## src/design/rvc_exp_pkg.sv

```systemverilog
// ----------------------------------------------------------------------------
// rvc_exp_pkg
// Opcodes, decode classes and encoding builders for the RV32C expander.
// ----------------------------------------------------------------------------
`default_nettype none

package rvc_exp_pkg;

	// Major opcodes of the 32-bit encodings
	localparam logic [6:0] OP_IMM  = 7'b0010011;
	localparam logic [6:0] OP_JAL  = 7'b1101111;
	localparam logic [6:0] OP_BR   = 7'b1100011;
	localparam logic [6:0] OP_ST   = 7'b0100011;
	localparam logic [6:0] OP_LD   = 7'b0000011;
	localparam logic [6:0] OP_REG  = 7'b0110011;
	localparam logic [6:0] OP_JALR = 7'b1100111;
	localparam logic [6:0] OP_LUI  = 7'b0110111;
	localparam logic [6:0] OP_FLD  = 7'b0000111;
	localparam logic [6:0] OP_FST  = 7'b0100111;

	localparam logic [31:0] EBREAK_WORD = 32'h0010_0073;
	localparam logic [31:0] SRA_FLAG    = 32'h4000_0000;

	// Fixed register numbers
	localparam logic [4:0] REG_ZERO = 5'd0;
	localparam logic [4:0] REG_RA   = 5'd1;
	localparam logic [4:0] REG_SP   = 5'd2;

	// funct3 codes used by the expansions
	localparam logic [2:0] F3_ADD  = 3'd0;
	localparam logic [2:0] F3_SLL  = 3'd1;
	localparam logic [2:0] F3_WORD = 3'd2;
	localparam logic [2:0] F3_XOR  = 3'd4;
	localparam logic [2:0] F3_SRL  = 3'd5;
	localparam logic [2:0] F3_OR   = 3'd6;
	localparam logic [2:0] F3_AND  = 3'd7;
	localparam logic [2:0] F3_BEQ  = 3'd0;
	localparam logic [2:0] F3_BNE  = 3'd1;

	localparam logic [6:0] F7_ZERO = 7'h00;
	localparam logic [6:0] F7_SUB  = 7'h20;

	// Quadrant codes (bits 1:0 of the halfword)
	localparam logic [1:0] QUAD0 = 2'b00;
	localparam logic [1:0] QUAD1 = 2'b01;
	localparam logic [1:0] QUAD2 = 2'b10;
	localparam logic [1:0] QUAD_FULL = 2'b11;

	// Decoded instruction class carried between decode and assembly
	typedef enum logic [4:0] {
		CLS_PASS,
		CLS_ILL,
		CLS_ADDI4SPN,
		CLS_LW,
		CLS_FLW,
		CLS_SW,
		CLS_FSW,
		CLS_ADDI,
		CLS_JAL,
		CLS_LI,
		CLS_ADDI16SP,
		CLS_LUI,
		CLS_SRLI,
		CLS_SRAI,
		CLS_ANDI,
		CLS_SUB,
		CLS_XOR,
		CLS_OR,
		CLS_AND,
		CLS_J,
		CLS_BEQZ,
		CLS_BNEZ,
		CLS_SLLI,
		CLS_LWSP,
		CLS_JR,
		CLS_JALR,
		CLS_EBREAK,
		CLS_MV,
		CLS_ADD,
		CLS_SWSP
	} cls_t;

	function automatic logic [31:0] mk_i(logic [11:0] imm, logic [4:0] rs1, logic [2:0] f3,
		logic [4:0] rd, logic [6:0] op);
		return {imm, rs1, f3, rd, op};
	endfunction

	function automatic logic [31:0] mk_r(logic [6:0] f7, logic [4:0] rs2, logic [4:0] rs1,
		logic [2:0] f3, logic [4:0] rd, logic [6:0] op);
		return {f7, rs2, rs1, f3, rd, op};
	endfunction

	function automatic logic [31:0] mk_s(logic [11:0] imm, logic [4:0] rs2, logic [4:0] rs1,
		logic [2:0] f3, logic [6:0] op);
		return {imm[11:5], rs2, rs1, f3, imm[4:0], op};
	endfunction

	// imm is a 21-bit byte offset, bit 0 always zero
	function automatic logic [31:0] mk_j(logic [20:0] imm, logic [4:0] rd);
		return {imm[20], imm[10:1], imm[11], imm[19:12], rd, OP_JAL};
	endfunction

	// imm is a 13-bit byte offset, bit 0 always zero; rs2 is x0
	function automatic logic [31:0] mk_b(logic [12:0] imm, logic [4:0] rs1, logic [2:0] f3);
		return {imm[12], imm[10:5], REG_ZERO, rs1, f3, imm[4:1], imm[11], OP_BR};
	endfunction

endpackage

`default_nettype wire

```

## src/design/rvc_instruction_expander.sv

```systemverilog
// ----------------------------------------------------------------------------
// rvc_instruction_expander
// Three-stage pipelined RV32C (plus C.FLW/C.FSW) to RV32I/F expander.
// ----------------------------------------------------------------------------
// Usage:
//   Input channel: drive fetch_word and raise start; an item is taken at
//   every rising edge with start high and busy low. busy is always low, so
//   a new item may enter every cycle.
//   Output channel: done is high for exactly one cycle per item, with
//   expanded_instr, is_compressed and illegal valid in that cycle.
//   Pipeline: an accepted item passes through three register stages,
//   capture, class decode and word assembly, in that order, before it
//   shows on the outputs. Throughput: one item per cycle.
//   The receiver cannot stall; results are produced in order, one per item.
//   Reset clears all valid bits; items in flight are dropped. The block
//   keeps no other state.
//   Full 32-bit words (bits 1:0 = 11) pass through unchanged; illegal
//   compressed encodings give a zero word with illegal set.
// ----------------------------------------------------------------------------
`default_nettype none

module rvc_instruction_expander (
	input  wire logic        clk,
	input  wire logic        arst_n,
	input  wire logic        start,
	output logic             busy,
	input  wire logic [31:0] fetch_word,
	output logic             done,
	output logic [31:0]      expanded_instr,
	output logic             is_compressed,
	output logic             illegal
);
	import rvc_exp_pkg::*;

	// Stage registers
	logic        valid_s1, valid_s2, valid_s3;
	logic [31:0] word_s1, word_s2;
	cls_t        cls_s2;
	logic [31:0] expanded_instr_s3;
	logic        is_compressed_s3;
	logic        illegal_s3;

	// Never hold the sender off: every stage advances each cycle
	assign busy = 1'b0;

	// Advance valid bits
	always_ff @(posedge clk or negedge arst_n) begin
		if (!arst_n) begin
			valid_s1 <= 1'b0;
			valid_s2 <= 1'b0;
			valid_s3 <= 1'b0;
		end else begin
			valid_s1 <= start && !busy;
			valid_s2 <= valid_s1;
			valid_s3 <= valid_s2;
		end
	end

	// Stage 1: capture the fetch word
	always_ff @(posedge clk) begin
		if (start && !busy) begin
			word_s1 <= fetch_word;
		end
	end

	// Stage 2: decode the instruction class and legality
	logic [15:0] h1;
	logic [4:0]  rd1;
	logic [4:0]  rs2_1;
	cls_t        cls_d;

	assign h1    = word_s1[15:0];
	assign rd1   = h1[11:7];
	assign rs2_1 = h1[6:2];

	always_comb begin
		cls_d = CLS_ILL;
		unique case (h1[1:0])
			QUAD0: begin
				case (h1[15:13])
					3'd0: cls_d = (h1[12:5] == 8'd0) ? CLS_ILL : CLS_ADDI4SPN;
					3'd2: cls_d = CLS_LW;
					3'd3: cls_d = CLS_FLW;
					3'd6: cls_d = CLS_SW;
					3'd7: cls_d = CLS_FSW;
					default: cls_d = CLS_ILL;
				endcase
			end
			QUAD1: begin
				case (h1[15:13])
					3'd0: cls_d = CLS_ADDI;
					3'd1: cls_d = CLS_JAL;
					3'd2: cls_d = (rd1 == REG_ZERO) ? CLS_ILL : CLS_LI;
					3'd3: begin
						if (rd1 == REG_SP) begin
							cls_d = ({h1[12], h1[6:2]} == 6'd0) ? CLS_ILL : CLS_ADDI16SP;
						end else if (rd1 == REG_ZERO || {h1[12], h1[6:2]} == 6'd0) begin
							cls_d = CLS_ILL;
						end else begin
							cls_d = CLS_LUI;
						end
					end
					3'd4: begin
						case (h1[11:10])
							2'd0: cls_d = CLS_SRLI;
							2'd1: cls_d = CLS_SRAI;
							2'd2: cls_d = CLS_ANDI;
							default: begin
								case (h1[6:5])
									2'd0: cls_d = CLS_SUB;
									2'd1: cls_d = CLS_XOR;
									2'd2: cls_d = CLS_OR;
									default: cls_d = CLS_AND;
								endcase
							end
						endcase
					end
					3'd5: cls_d = CLS_J;
					3'd6: cls_d = CLS_BEQZ;
					default: cls_d = CLS_BNEZ;
				endcase
			end
			QUAD2: begin
				case (h1[15:13])
					3'd0: cls_d = (rd1 == REG_ZERO) ? CLS_ILL : CLS_SLLI;
					3'd2: cls_d = (rd1 == REG_ZERO) ? CLS_ILL : CLS_LWSP;
					3'd4: begin
						if (rs2_1 == REG_ZERO) begin
							if (!h1[12]) begin
								cls_d = (rd1 == REG_ZERO) ? CLS_ILL : CLS_JR;
							end else begin
								cls_d = (rd1 == REG_ZERO) ? CLS_EBREAK : CLS_JALR;
							end
						end else if (rd1 == REG_ZERO) begin
							cls_d = CLS_ILL;
						end else begin
							cls_d = h1[12] ? CLS_ADD : CLS_MV;
						end
					end
					3'd6: cls_d = CLS_SWSP;
					default: cls_d = CLS_ILL;
				endcase
			end
			QUAD_FULL: cls_d = CLS_PASS;
			default: cls_d = CLS_ILL;
		endcase
	end

	always_ff @(posedge clk) begin
		word_s2 <= word_s1;
		cls_s2  <= cls_d;
	end

	// Stage 3: assemble the 32-bit encoding
	logic [15:0] h2;
	logic [4:0]  rd2, rdp2, r1p2, rs2_2;
	logic [11:0] sx6, uimm6, wimm, a4spn, a16sp, lwsp, swsp;
	logic [20:0] jimm;
	logic [12:0] bimm;
	logic [19:0] lui_imm;
	logic [31:0] asm_d;

	assign h2    = word_s2[15:0];
	assign rd2   = h2[11:7];
	assign rs2_2 = h2[6:2];
	assign rdp2  = {2'b01, h2[4:2]};
	assign r1p2  = {2'b01, h2[9:7]};

	assign sx6     = {{6{h2[12]}}, h2[12], h2[6:2]};
	assign uimm6   = {6'd0, h2[12], h2[6:2]};
	assign wimm    = {5'd0, h2[5], h2[12:10], h2[6], 2'b00};
	assign a4spn   = {2'b00, h2[10:7], h2[12:11], h2[5], h2[6], 2'b00};
	assign a16sp   = {{3{h2[12]}}, h2[4:3], h2[5], h2[2], h2[6], 4'd0};
	assign lwsp    = {4'd0, h2[3:2], h2[12], h2[6:4], 2'b00};
	assign swsp    = {4'd0, h2[8:7], h2[12:9], 2'b00};
	assign lui_imm = {{14{h2[12]}}, h2[12], h2[6:2]};
	assign jimm    = {{9{h2[12]}}, h2[12], h2[8], h2[10:9], h2[6], h2[7], h2[2], h2[11],
		h2[5:3], 1'b0};
	assign bimm    = {{5{h2[12]}}, h2[6:5], h2[2], h2[11:10], h2[4:3], 1'b0};

	always_comb begin
		asm_d = 32'd0;
		unique case (cls_s2)
			CLS_PASS:     asm_d = word_s2;
			CLS_ILL:      asm_d = 32'd0;
			CLS_ADDI4SPN: asm_d = mk_i(a4spn, REG_SP, F3_ADD, rdp2, OP_IMM);
			CLS_LW:       asm_d = mk_i(wimm, r1p2, F3_WORD, rdp2, OP_LD);
			CLS_FLW:      asm_d = mk_i(wimm, r1p2, F3_WORD, rdp2, OP_FLD);
			CLS_SW:       asm_d = mk_s(wimm, rdp2, r1p2, F3_WORD, OP_ST);
			CLS_FSW:      asm_d = mk_s(wimm, rdp2, r1p2, F3_WORD, OP_FST);
			CLS_ADDI:     asm_d = mk_i(sx6, rd2, F3_ADD, rd2, OP_IMM);
			CLS_JAL:      asm_d = mk_j(jimm, REG_RA);
			CLS_LI:       asm_d = mk_i(sx6, REG_ZERO, F3_ADD, rd2, OP_IMM);
			CLS_ADDI16SP: asm_d = mk_i(a16sp, REG_SP, F3_ADD, REG_SP, OP_IMM);
			CLS_LUI:      asm_d = {lui_imm, rd2, OP_LUI};
			CLS_SRLI:     asm_d = mk_i(uimm6, r1p2, F3_SRL, r1p2, OP_IMM);
			CLS_SRAI:     asm_d = mk_i(uimm6, r1p2, F3_SRL, r1p2, OP_IMM) | SRA_FLAG;
			CLS_ANDI:     asm_d = mk_i(sx6, r1p2, F3_AND, r1p2, OP_IMM);
			CLS_SUB:      asm_d = mk_r(F7_SUB, rdp2, r1p2, F3_ADD, r1p2, OP_REG);
			CLS_XOR:      asm_d = mk_r(F7_ZERO, rdp2, r1p2, F3_XOR, r1p2, OP_REG);
			CLS_OR:       asm_d = mk_r(F7_ZERO, rdp2, r1p2, F3_OR, r1p2, OP_REG);
			CLS_AND:      asm_d = mk_r(F7_ZERO, rdp2, r1p2, F3_AND, r1p2, OP_REG);
			CLS_J:        asm_d = mk_j(jimm, REG_ZERO);
			CLS_BEQZ:     asm_d = mk_b(bimm, r1p2, F3_BEQ);
			CLS_BNEZ:     asm_d = mk_b(bimm, r1p2, F3_BNE);
			CLS_SLLI:     asm_d = mk_i(uimm6, rd2, F3_SLL, rd2, OP_IMM);
			CLS_LWSP:     asm_d = mk_i(lwsp, REG_SP, F3_WORD, rd2, OP_LD);
			CLS_JR:       asm_d = mk_i(12'd0, rd2, F3_ADD, REG_ZERO, OP_JALR);
			CLS_JALR:     asm_d = mk_i(12'd0, rd2, F3_ADD, REG_RA, OP_JALR);
			CLS_EBREAK:   asm_d = EBREAK_WORD;
			CLS_MV:       asm_d = mk_r(F7_ZERO, rs2_2, REG_ZERO, F3_ADD, rd2, OP_REG);
			CLS_ADD:      asm_d = mk_r(F7_ZERO, rs2_2, rd2, F3_ADD, rd2, OP_REG);
			CLS_SWSP:     asm_d = mk_s(swsp, rs2_2, REG_SP, F3_WORD, OP_ST);
			default:      asm_d = 32'd0;
		endcase
	end

	always_ff @(posedge clk) begin
		expanded_instr_s3 <= asm_d;
		is_compressed_s3  <= (cls_s2 != CLS_PASS);
		illegal_s3        <= (cls_s2 == CLS_ILL);
	end

	// Drive the result ports
	assign done           = valid_s3;
	assign expanded_instr = expanded_instr_s3;
	assign is_compressed  = is_compressed_s3;
	assign illegal        = illegal_s3;

	// Every accepted item comes out as a result strobe on done
	a_latency: assert property (@(posedge clk) disable iff (!arst_n)
		(start && !busy) |-> ##3 done)
		else $error("accepted item did not produce a result after three cycles");

	// No result without a matching accepted item
	a_no_phantom: assert property (@(posedge clk) disable iff (!arst_n)
		done |-> $past(start && !busy, 3))
		else $error("result strobe without a matching accepted item");

	// Illegal results carry a zero word and are always compressed
	a_illegal_zero: assert property (@(posedge clk) disable iff (!arst_n)
		(done && illegal) |-> (expanded_instr == 32'd0 && is_compressed))
		else $error("illegal result with nonzero word or full-width flag");

	// Pass-through words keep their full-width quadrant code
	a_pass_quad: assert property (@(posedge clk) disable iff (!arst_n)
		(done && !is_compressed) |-> (expanded_instr[1:0] == QUAD_FULL && !illegal))
		else $error("full-width result with wrong quadrant or illegal flag");

	// Legal expansions are always full-width encodings
	a_expand_quad: assert property (@(posedge clk) disable iff (!arst_n)
		(done && is_compressed && !illegal) |-> (expanded_instr[1:0] == QUAD_FULL))
		else $error("expanded word is not a 32-bit encoding");

endmodule

`default_nettype wire
```

## config.mk

```make
export PLATFORM = sky130hd
export DESIGN_NAME = rvc_instruction_expander
export DESIGN_NICKNAME = d
export VERILOG_FILES = /design/src/design/rvc_exp_pkg.sv /design/src/design/rvc_instruction_expander.sv
export SDC_FILE = /design/constraint.sdc
export NUM_CORES = 1
export LEC_CHECK = 0
export ABC_AREA = 1
export BUFFER_PORTS_ARGS = -buffer_cell sky130_fd_sc_hd__buf_2
export CAP_MARGIN = 10
export CORE_ASPECT_RATIO = 2
export CORE_MARGIN = 4
export CORE_UTILIZATION = 45
export DETAILED_ROUTE_END_ITERATION = 10
export GPL_TIMING_DRIVEN = 0
export PLACE_DENSITY_LB_ADDON = 0.08
export SETUP_SLACK_MARGIN = 0.02
export SLEW_MARGIN = 40
export SYNTH_ARGS = -nofsm -noshare
export SYNTH_HDL_FRONTEND = slang
export SYNTH_SLANG_ARGS = --single-unit
export TNS_END_PERCENT = 10
```

## constraint.sdc

```tcl
create_clock -name clk -period 2.26 [get_ports clk]
set_clock_uncertainty 0.05 [all_clocks]
set_input_delay 0.678 -clock clk [delete_from_list [all_inputs] [get_ports clk]]
set_output_delay 0.678 -clock clk [all_outputs]
set_load 0.03 [all_outputs]
```

Yosys cells after proc, flatten, opt, wreduce, memory -nomap -nowiden

Index checks and enable logic that the tools add are counted.

Flip-flop bits (word level): 106
Input bits: 35
Output and inout bits: 36
Logic and storage cells: 84

Multiplexer cells: 20
Equal/unequal tests: 44
Reduce and logical (&&, ||, !) cells: 11

Operator list:

| kind                                           | count |
|---|---|
| one-hot mux 32 bit (29 select lines)           | 1 |
| == test 5 bit (second input constant)          | 14 |
| == test 5 x 4 -> 1 bit (second input constant) | 8 |
| one-hot mux 5 bit (4 select lines)             | 2 |
| one-hot mux 5 bit (7 select lines)             | 1 |
| 2-to-1 mux 5 bit                               | 6 |
| one-hot mux 5 bit (3 select lines)             | 2 |
| == test 5 x 3 -> 1 bit (second input constant) | 4 |
| 2-to-1 mux 4 bit                               | 4 |
| == test 5 x 2 -> 1 bit (second input constant) | 3 |
| logical NOT 5 bit                              | 3 |
| one-hot mux 3 bit (5 select lines)             | 1 |
| == test 3 bit (second input constant)          | 4 |
| == test 2 bit (second input constant)          | 4 |
| logical NOT 8 bit                              | 1 |
| == test 2 x 1 -> 1 bit (second input constant) | 3 |
| == test 3 x 2 -> 1 bit (second input constant) | 2 |
| logical NOT 2 bit                              | 3 |
| logical NOT 6 bit                              | 1 |
| == test 5 x 1 -> 1 bit (second input constant) | 1 |
| nonzero test 5 bit                             | 1 |
| 2-to-1 mux 2 bit                               | 2 |
| == test 3 x 1 -> 1 bit (second input constant) | 1 |
| logical NOT 3 bit                              | 1 |
| other kinds (2)                                | 2 |

Depth between registers and ports, before layout

Depth after elaboration: 6
Mapped depth: 11
Mapped depth without buffers: 10

Worst setup path before layout

OpenSTA, ideal clock, no wires.

Path type: register -> register
Start point: register word_s1[10]
End point: register cls_s2[0]
Cell stages (with the launch flop): 10
Data required time: 2.091 ns
Setup slack: 0.572 ns
Arrival time: 1.519 ns
Path buffers: 0
Setup time: 0.119 ns
Clock period less this slack: 1.688 ns
Cells stage by stage: edfxtp_1 -> nor2_1 -> nand3_1 -> ha_1 -> inv_1 -> nand4_1 -> nand3_1 -> nand2_1 -> nand2_1 -> nand3_1

Longest elaborated chain between the ends: 6
Elaborated cells between the ends (all ways): 19
Classes of those cells: 3 x eq/ne; 13 x mux; 3 x reduce/logical

RTL lines:

| item                                                 | RTL line                                                         | text |
|---|---|---|
| start, declared                                      | rvc_instruction_expander.sv:37                                   | `logic [31:0] word_s1, word_s2;` |
| start signal, assigned                               | rvc_instruction_expander.sv:62                                   | `word_s1 <= fetch_word;` |
| logical NOT 5 bit                                    | --                                                               |  |
| 2-to-1 mux 5 bit or 2-to-1 mux 2 bit (tied branches) | rvc_instruction_expander.sv:130, rvc_instruction_expander.sv:132 |  |
| 2-to-1 mux 5 bit                                     | rvc_instruction_expander.sv:129                                  | `if (!h1[12]) begin` |
| 2-to-1 mux 5 bit                                     | rvc_instruction_expander.sv:128                                  | `if (rs2_1 == REG_ZERO) begin` |
| one-hot mux 5 bit (4 select lines)                   | rvc_instruction_expander.sv:124                                  | `case (h1[15:13])` |
| one-hot mux 5 bit (4 select lines) *                 | rvc_instruction_expander.sv:78                                   | `unique case (h1[1:0])` |
| via cls_d[0]                                         | rvc_instruction_expander.sv:70                                   | `cls_t cls_d;` |
| end signal, assigned                                 | rvc_instruction_expander.sv:151                                  | `cls_s2 <= cls_d;` |
| end, declared                                        | rvc_instruction_expander.sv:38                                   | `cls_t cls_s2;` |

Mark *: on every way through the listed nets, which the timed path passes. The rest lies on a longest branch.
A chain may end at the register's enable or synchronous reset.

Worst setup path in the final report

Start point: register cls_s2[0]
End point: register expanded_instr_s3[21], in the netlist expanded_instr[21]

Longest elaborated chain between the ends: 2
Elaborated cells between the ends (all ways): 30
Classes of those cells: 28 x eq/ne; 1 x mux; 1 x reduce/logical

RTL lines:

| item                                        | RTL line                        | text |
|---|---|---|
| == test 5 bit, or another cell as far along | rvc_instruction_expander.sv:183 | `unique case (cls_s2)` |
| one-hot mux 32 bit (29 select lines) *      | rvc_instruction_expander.sv:183 |  |
| via asm_d[21]                               | rvc_instruction_expander.sv:161 | `logic [31:0] asm_d;` |
| end signal, assigned                        | rvc_instruction_expander.sv:219 | `expanded_instr_s3 <= asm_d;` |
| end, declared                               | rvc_instruction_expander.sv:39  | `logic [31:0] expanded_instr_s3;` |

Marks and branches as above.

==> impl_metrics.py <==
metrics = {
    "setup_path": {
        "cpMostUsedCell": "nand2_1",
        "crit_path_start_kind": "flop",
        "r2r_cells": 10,
        "critical_path_arrival_ns": 2.36,
        "path_cells": "inv_2 -> nand2_1 -> nor2_4 -> buf_2 -> nand3_1 -> nand2_1 -> nor2_1 -> nand2_1 -> nor2_1 -> nand2_1",
        "r2r_slack_ns": 0.1,
        "critical_path.top_delay_family": "simple AND/OR/NAND/NOR gates",
        "regToRegStartpoint": "cls_s2[0]$_DFF_P_",
        "worstSetupPathType": "flop to flop",
        "cp.required_ns": 2.46,
        "cp-end-kind": "flop",
        "r2r-end": "expanded_instr[21]$_DFF_P_",
        "cpPeakStageDelay_ns": 0.47,
        "cp.depth": 10,
        "path_max_fanout": 10,
        "cp_slowest_cell": "dfxtp_1",
        "timing.critical_path.buf_inv": 2,
    },
    "routing": {
        "antenna_left": 0,
        "wl_um": 21470,
        "drt_iter0_drc": 653,
        "wl_per_cell_um": 21.09,
        "first_pass_iters": 7,
        "num_vias": 5829,
        "drc": 0,
        "vias_per_cell": 5.726,
    },
    "floorplan": {
        "die_h_um": 164.9,
        "num_rows": 57,
        "core_area_um2": 12120,
        "start_util_pct": 45.71,
        "io_pins": 71,
        "dieArea_um2": 14260,
        "dieWidth_um": 86.47,
    },
    "finish": {
        "n_antenna_cell": 0,
        "finalNonFillerCells": 1018,
        "layout_commonest_cell": "nand2_1",
        "seqCellArea_um2": 2457,
        "mostFrequentLayoutCells": "236 x nand2_1, 118 x nor2_1, 93 x nand3_1",
        "final_util_pct": 52.85,
        "multiInputGateArea_um2": 2689,
        "drive_above_1_share_pct": 16.07,
        "fill_cells": 1263,
        "finalInstanceArea_um2": 6407,
        "fin_nets": 907,
        "syn2layout_area_growth_pct": 15.62,
    },
    "grt": {
        "grt_max_degree": 34,
        "grt-ovfl-total": 0,
        "grt_pass1_vias": 5658,
        "antenna_found_initial": 0,
        "grt_pass1_wl_um": 31740,
        "grtUsageTotal_pct": 30.55,
    },
    "yosys": {
        "synthCells": 786,
        "syn_area_um2": 5542,
        "syn_nets": 827,
        "ys_seq_area_share_pct": 44.34,
        "yosysUniqueCellTypes": 33,
        "ys_ff_latch": 106,
        "ys.warnings.count": 0,
        "synth_area_per_cell_um2": 7.050,
    },
    "power": {
        "p_sw_uw": 2363,
        "pwr-share-clk_pct": 27.2,
        "combPwrFrac_pct": 32.3,
        "p_int_uw": 3557,
        "power_density_nw_per_um2": 923.9,
        "p_leak_uw": 0.003384,
        "seqPwrFrac_pct": 40.5,
        "irDropWorstVdd_mv": 0.8026,
        "sw_frac_of_total_pct": 39.92,
    },
    "sta": {
        "setup_viol_count_final": 0,
        "period_share_pct": 95.69,
        "period_needed_ns": 2.162,
        "finalWorstSetupSlack_ns": 0.09752,
        "rsz0062_at_grt": "false",
        "hold_viol_final": 0,
        "max_freq_ghz": 0.4624,
        "slew-limit-headroom_pct": 50.19,
        "drv_slew": 0,
        "tightest_slew_ns": 0.7444,
        "fin_tns_setup_ns": 0,
    },
    "place": {
        "dp_cells": 1002,
        "routabilityCongestion": 1.121,
        "place_area_um2": 6071,
        "port_buffers": 69,
        "dp_hpwl_um": 16320,
        "dp_slack_ns": 0.04130,
    },
    "cts": {
        "htreeDepth": 3,
        "clk_pin_slew_ns": 0.09,
        "hold_buffers": 0,
        "cts_tree": "yes",
        "cts_num_sinks": 106,
        "clk-insertion-delay-late_ns": 0.35,
        "cts_buffers": 9,
        "cts.path.max_buffers": 2,
        "cts_setup_buffers": 0,
        "clockRootBuffer": "clkbuf_16",
    },
    "worst_hold_path": {
        "hp-class": "primary input to async pin",
    },
    "job": {
        "cap_viol_max_count": 0,
    },
    "outcome": {
        "status": "completed",
    },
}
stage by stage:
stage / power [uW] / hold slack [ns]
after global placement: 4307 / 0.2765
after global routing: 6196 / 0.03407
after CTS: 5924 / 0.04161
after floorplan: 3639 / 0.2733
after detailed placement: 4310 / 0.2769
final: 5920 / 0.05246
repair_timing:
item / CTS / global route
endpoints found under the setup margin: 0 / 7
hold endpoints to repair: 0 / 0
resized for setup: 0 / 5
worst reg2reg max path, stage by stage, from the launching register on:
cell and delay (ns):
dfxtp_1 0.47, inv_2 0.08, nand2_1 0.25, nor2_4 0.13, buf_2 0.25, nand3_1 0.11
nand2_1 0.08, nor2_1 0.24, nand2_1 0.09, nor2_1 0.22, nand2_1 0.09
logic make-up after synthesis:
group / share of synthesized area, %
simple gates: 41.39
flops: 44.34
buf+inv: 7.541
compound gates: 5.306
fa+ha+maj: 1.355
other cells: 0.06767
cell type report:
cell class                      instances  share of cell area, %
Buffer                                 42                  3.242
Clock buffer                            9                  3.515
Clock inverter                          7                  1.386
Inverter                               56                  3.281
Multi-Input combinational cell        582                  41.96
Sequential cell                       106                  38.35
Tap cell                              147                  2.871
Timing Repair Buffer                   69                  5.390
state kept, by name, indices dropped and copies added (netlist names):
name,flops
expanded_instr,32
word_s1,32
word_s2,32
cls_s2,5
done,1
illegal,1
is_compressed,1
valid_s1,1
valid_s2,1
synthesized netlist by cell type (all sizes together):
cell     number  area, um2
nand2       240      910.9
nor2        132      543.0
nand3        96      490.5
dfxtp        71       1421
inv          56      210.2
nand4        49      306.5
edfxtp       32      960.9
buf          26      147.6
o21ai        23      115.1
clkbuf       16      60.06
a21oi        12      60.06
nor3          7      35.03
ha            6      75.07
o211ai        4      30.03
dfrtp         3      75.07
o2111ai       3      26.28
a211oi        2      15.01
a21boi        2      15.02
a22oi         1      7.510
a32oi         1      8.760
conb          1      3.750
nor3b         1      7.510
o21bai        1      7.510
o221ai        1      8.760
power groups by stage:
stage | sequential [uW] | clock (uW) | combinational, uW
finish | 2400 | 1610 | 1910
global route | 2430 | 1720 | 2040
global placement | 2440 | 0 | 1870
floorplan | 2850 | 0 | 794
detailed placement | 2440 | 0 | 1870
CTS | 2400 | 1650 | 1870
how the worst max path moves through the flow:
stage,to,from
2_1_floorplan,cls_s2[0]$_DFF_P_,word_s1[10]$_DFFE_PP_
3_3_place_gp,expanded_instr[21]$_DFF_P_,cls_s2[3]$_DFF_P_
3_5_place_dp,expanded_instr[21]$_DFF_P_,cls_s2[3]$_DFF_P_
4_1_cts,expanded_instr[21]$_DFF_P_,cls_s2[3]$_DFF_P_
5_1_grt,cls_s2[0]$_DFF_P_,word_s1[10]$_DFFE_PP_
6_report,expanded_instr[21]$_DFF_P_,cls_s2[0]$_DFF_P_
per-layer routing:
layer	part of all wire [%]	vias up	routed length (um)	global-route usage (%)
li1	-	2747	-	-
met1	32	2620	6946	30.36
met2	51	338	10900	53.35
met3	7.2	124	1551	5.142
met4	9.6	0	2071	26.45
met5	0	-	0	0
Power figures use the tool's default switching activity.
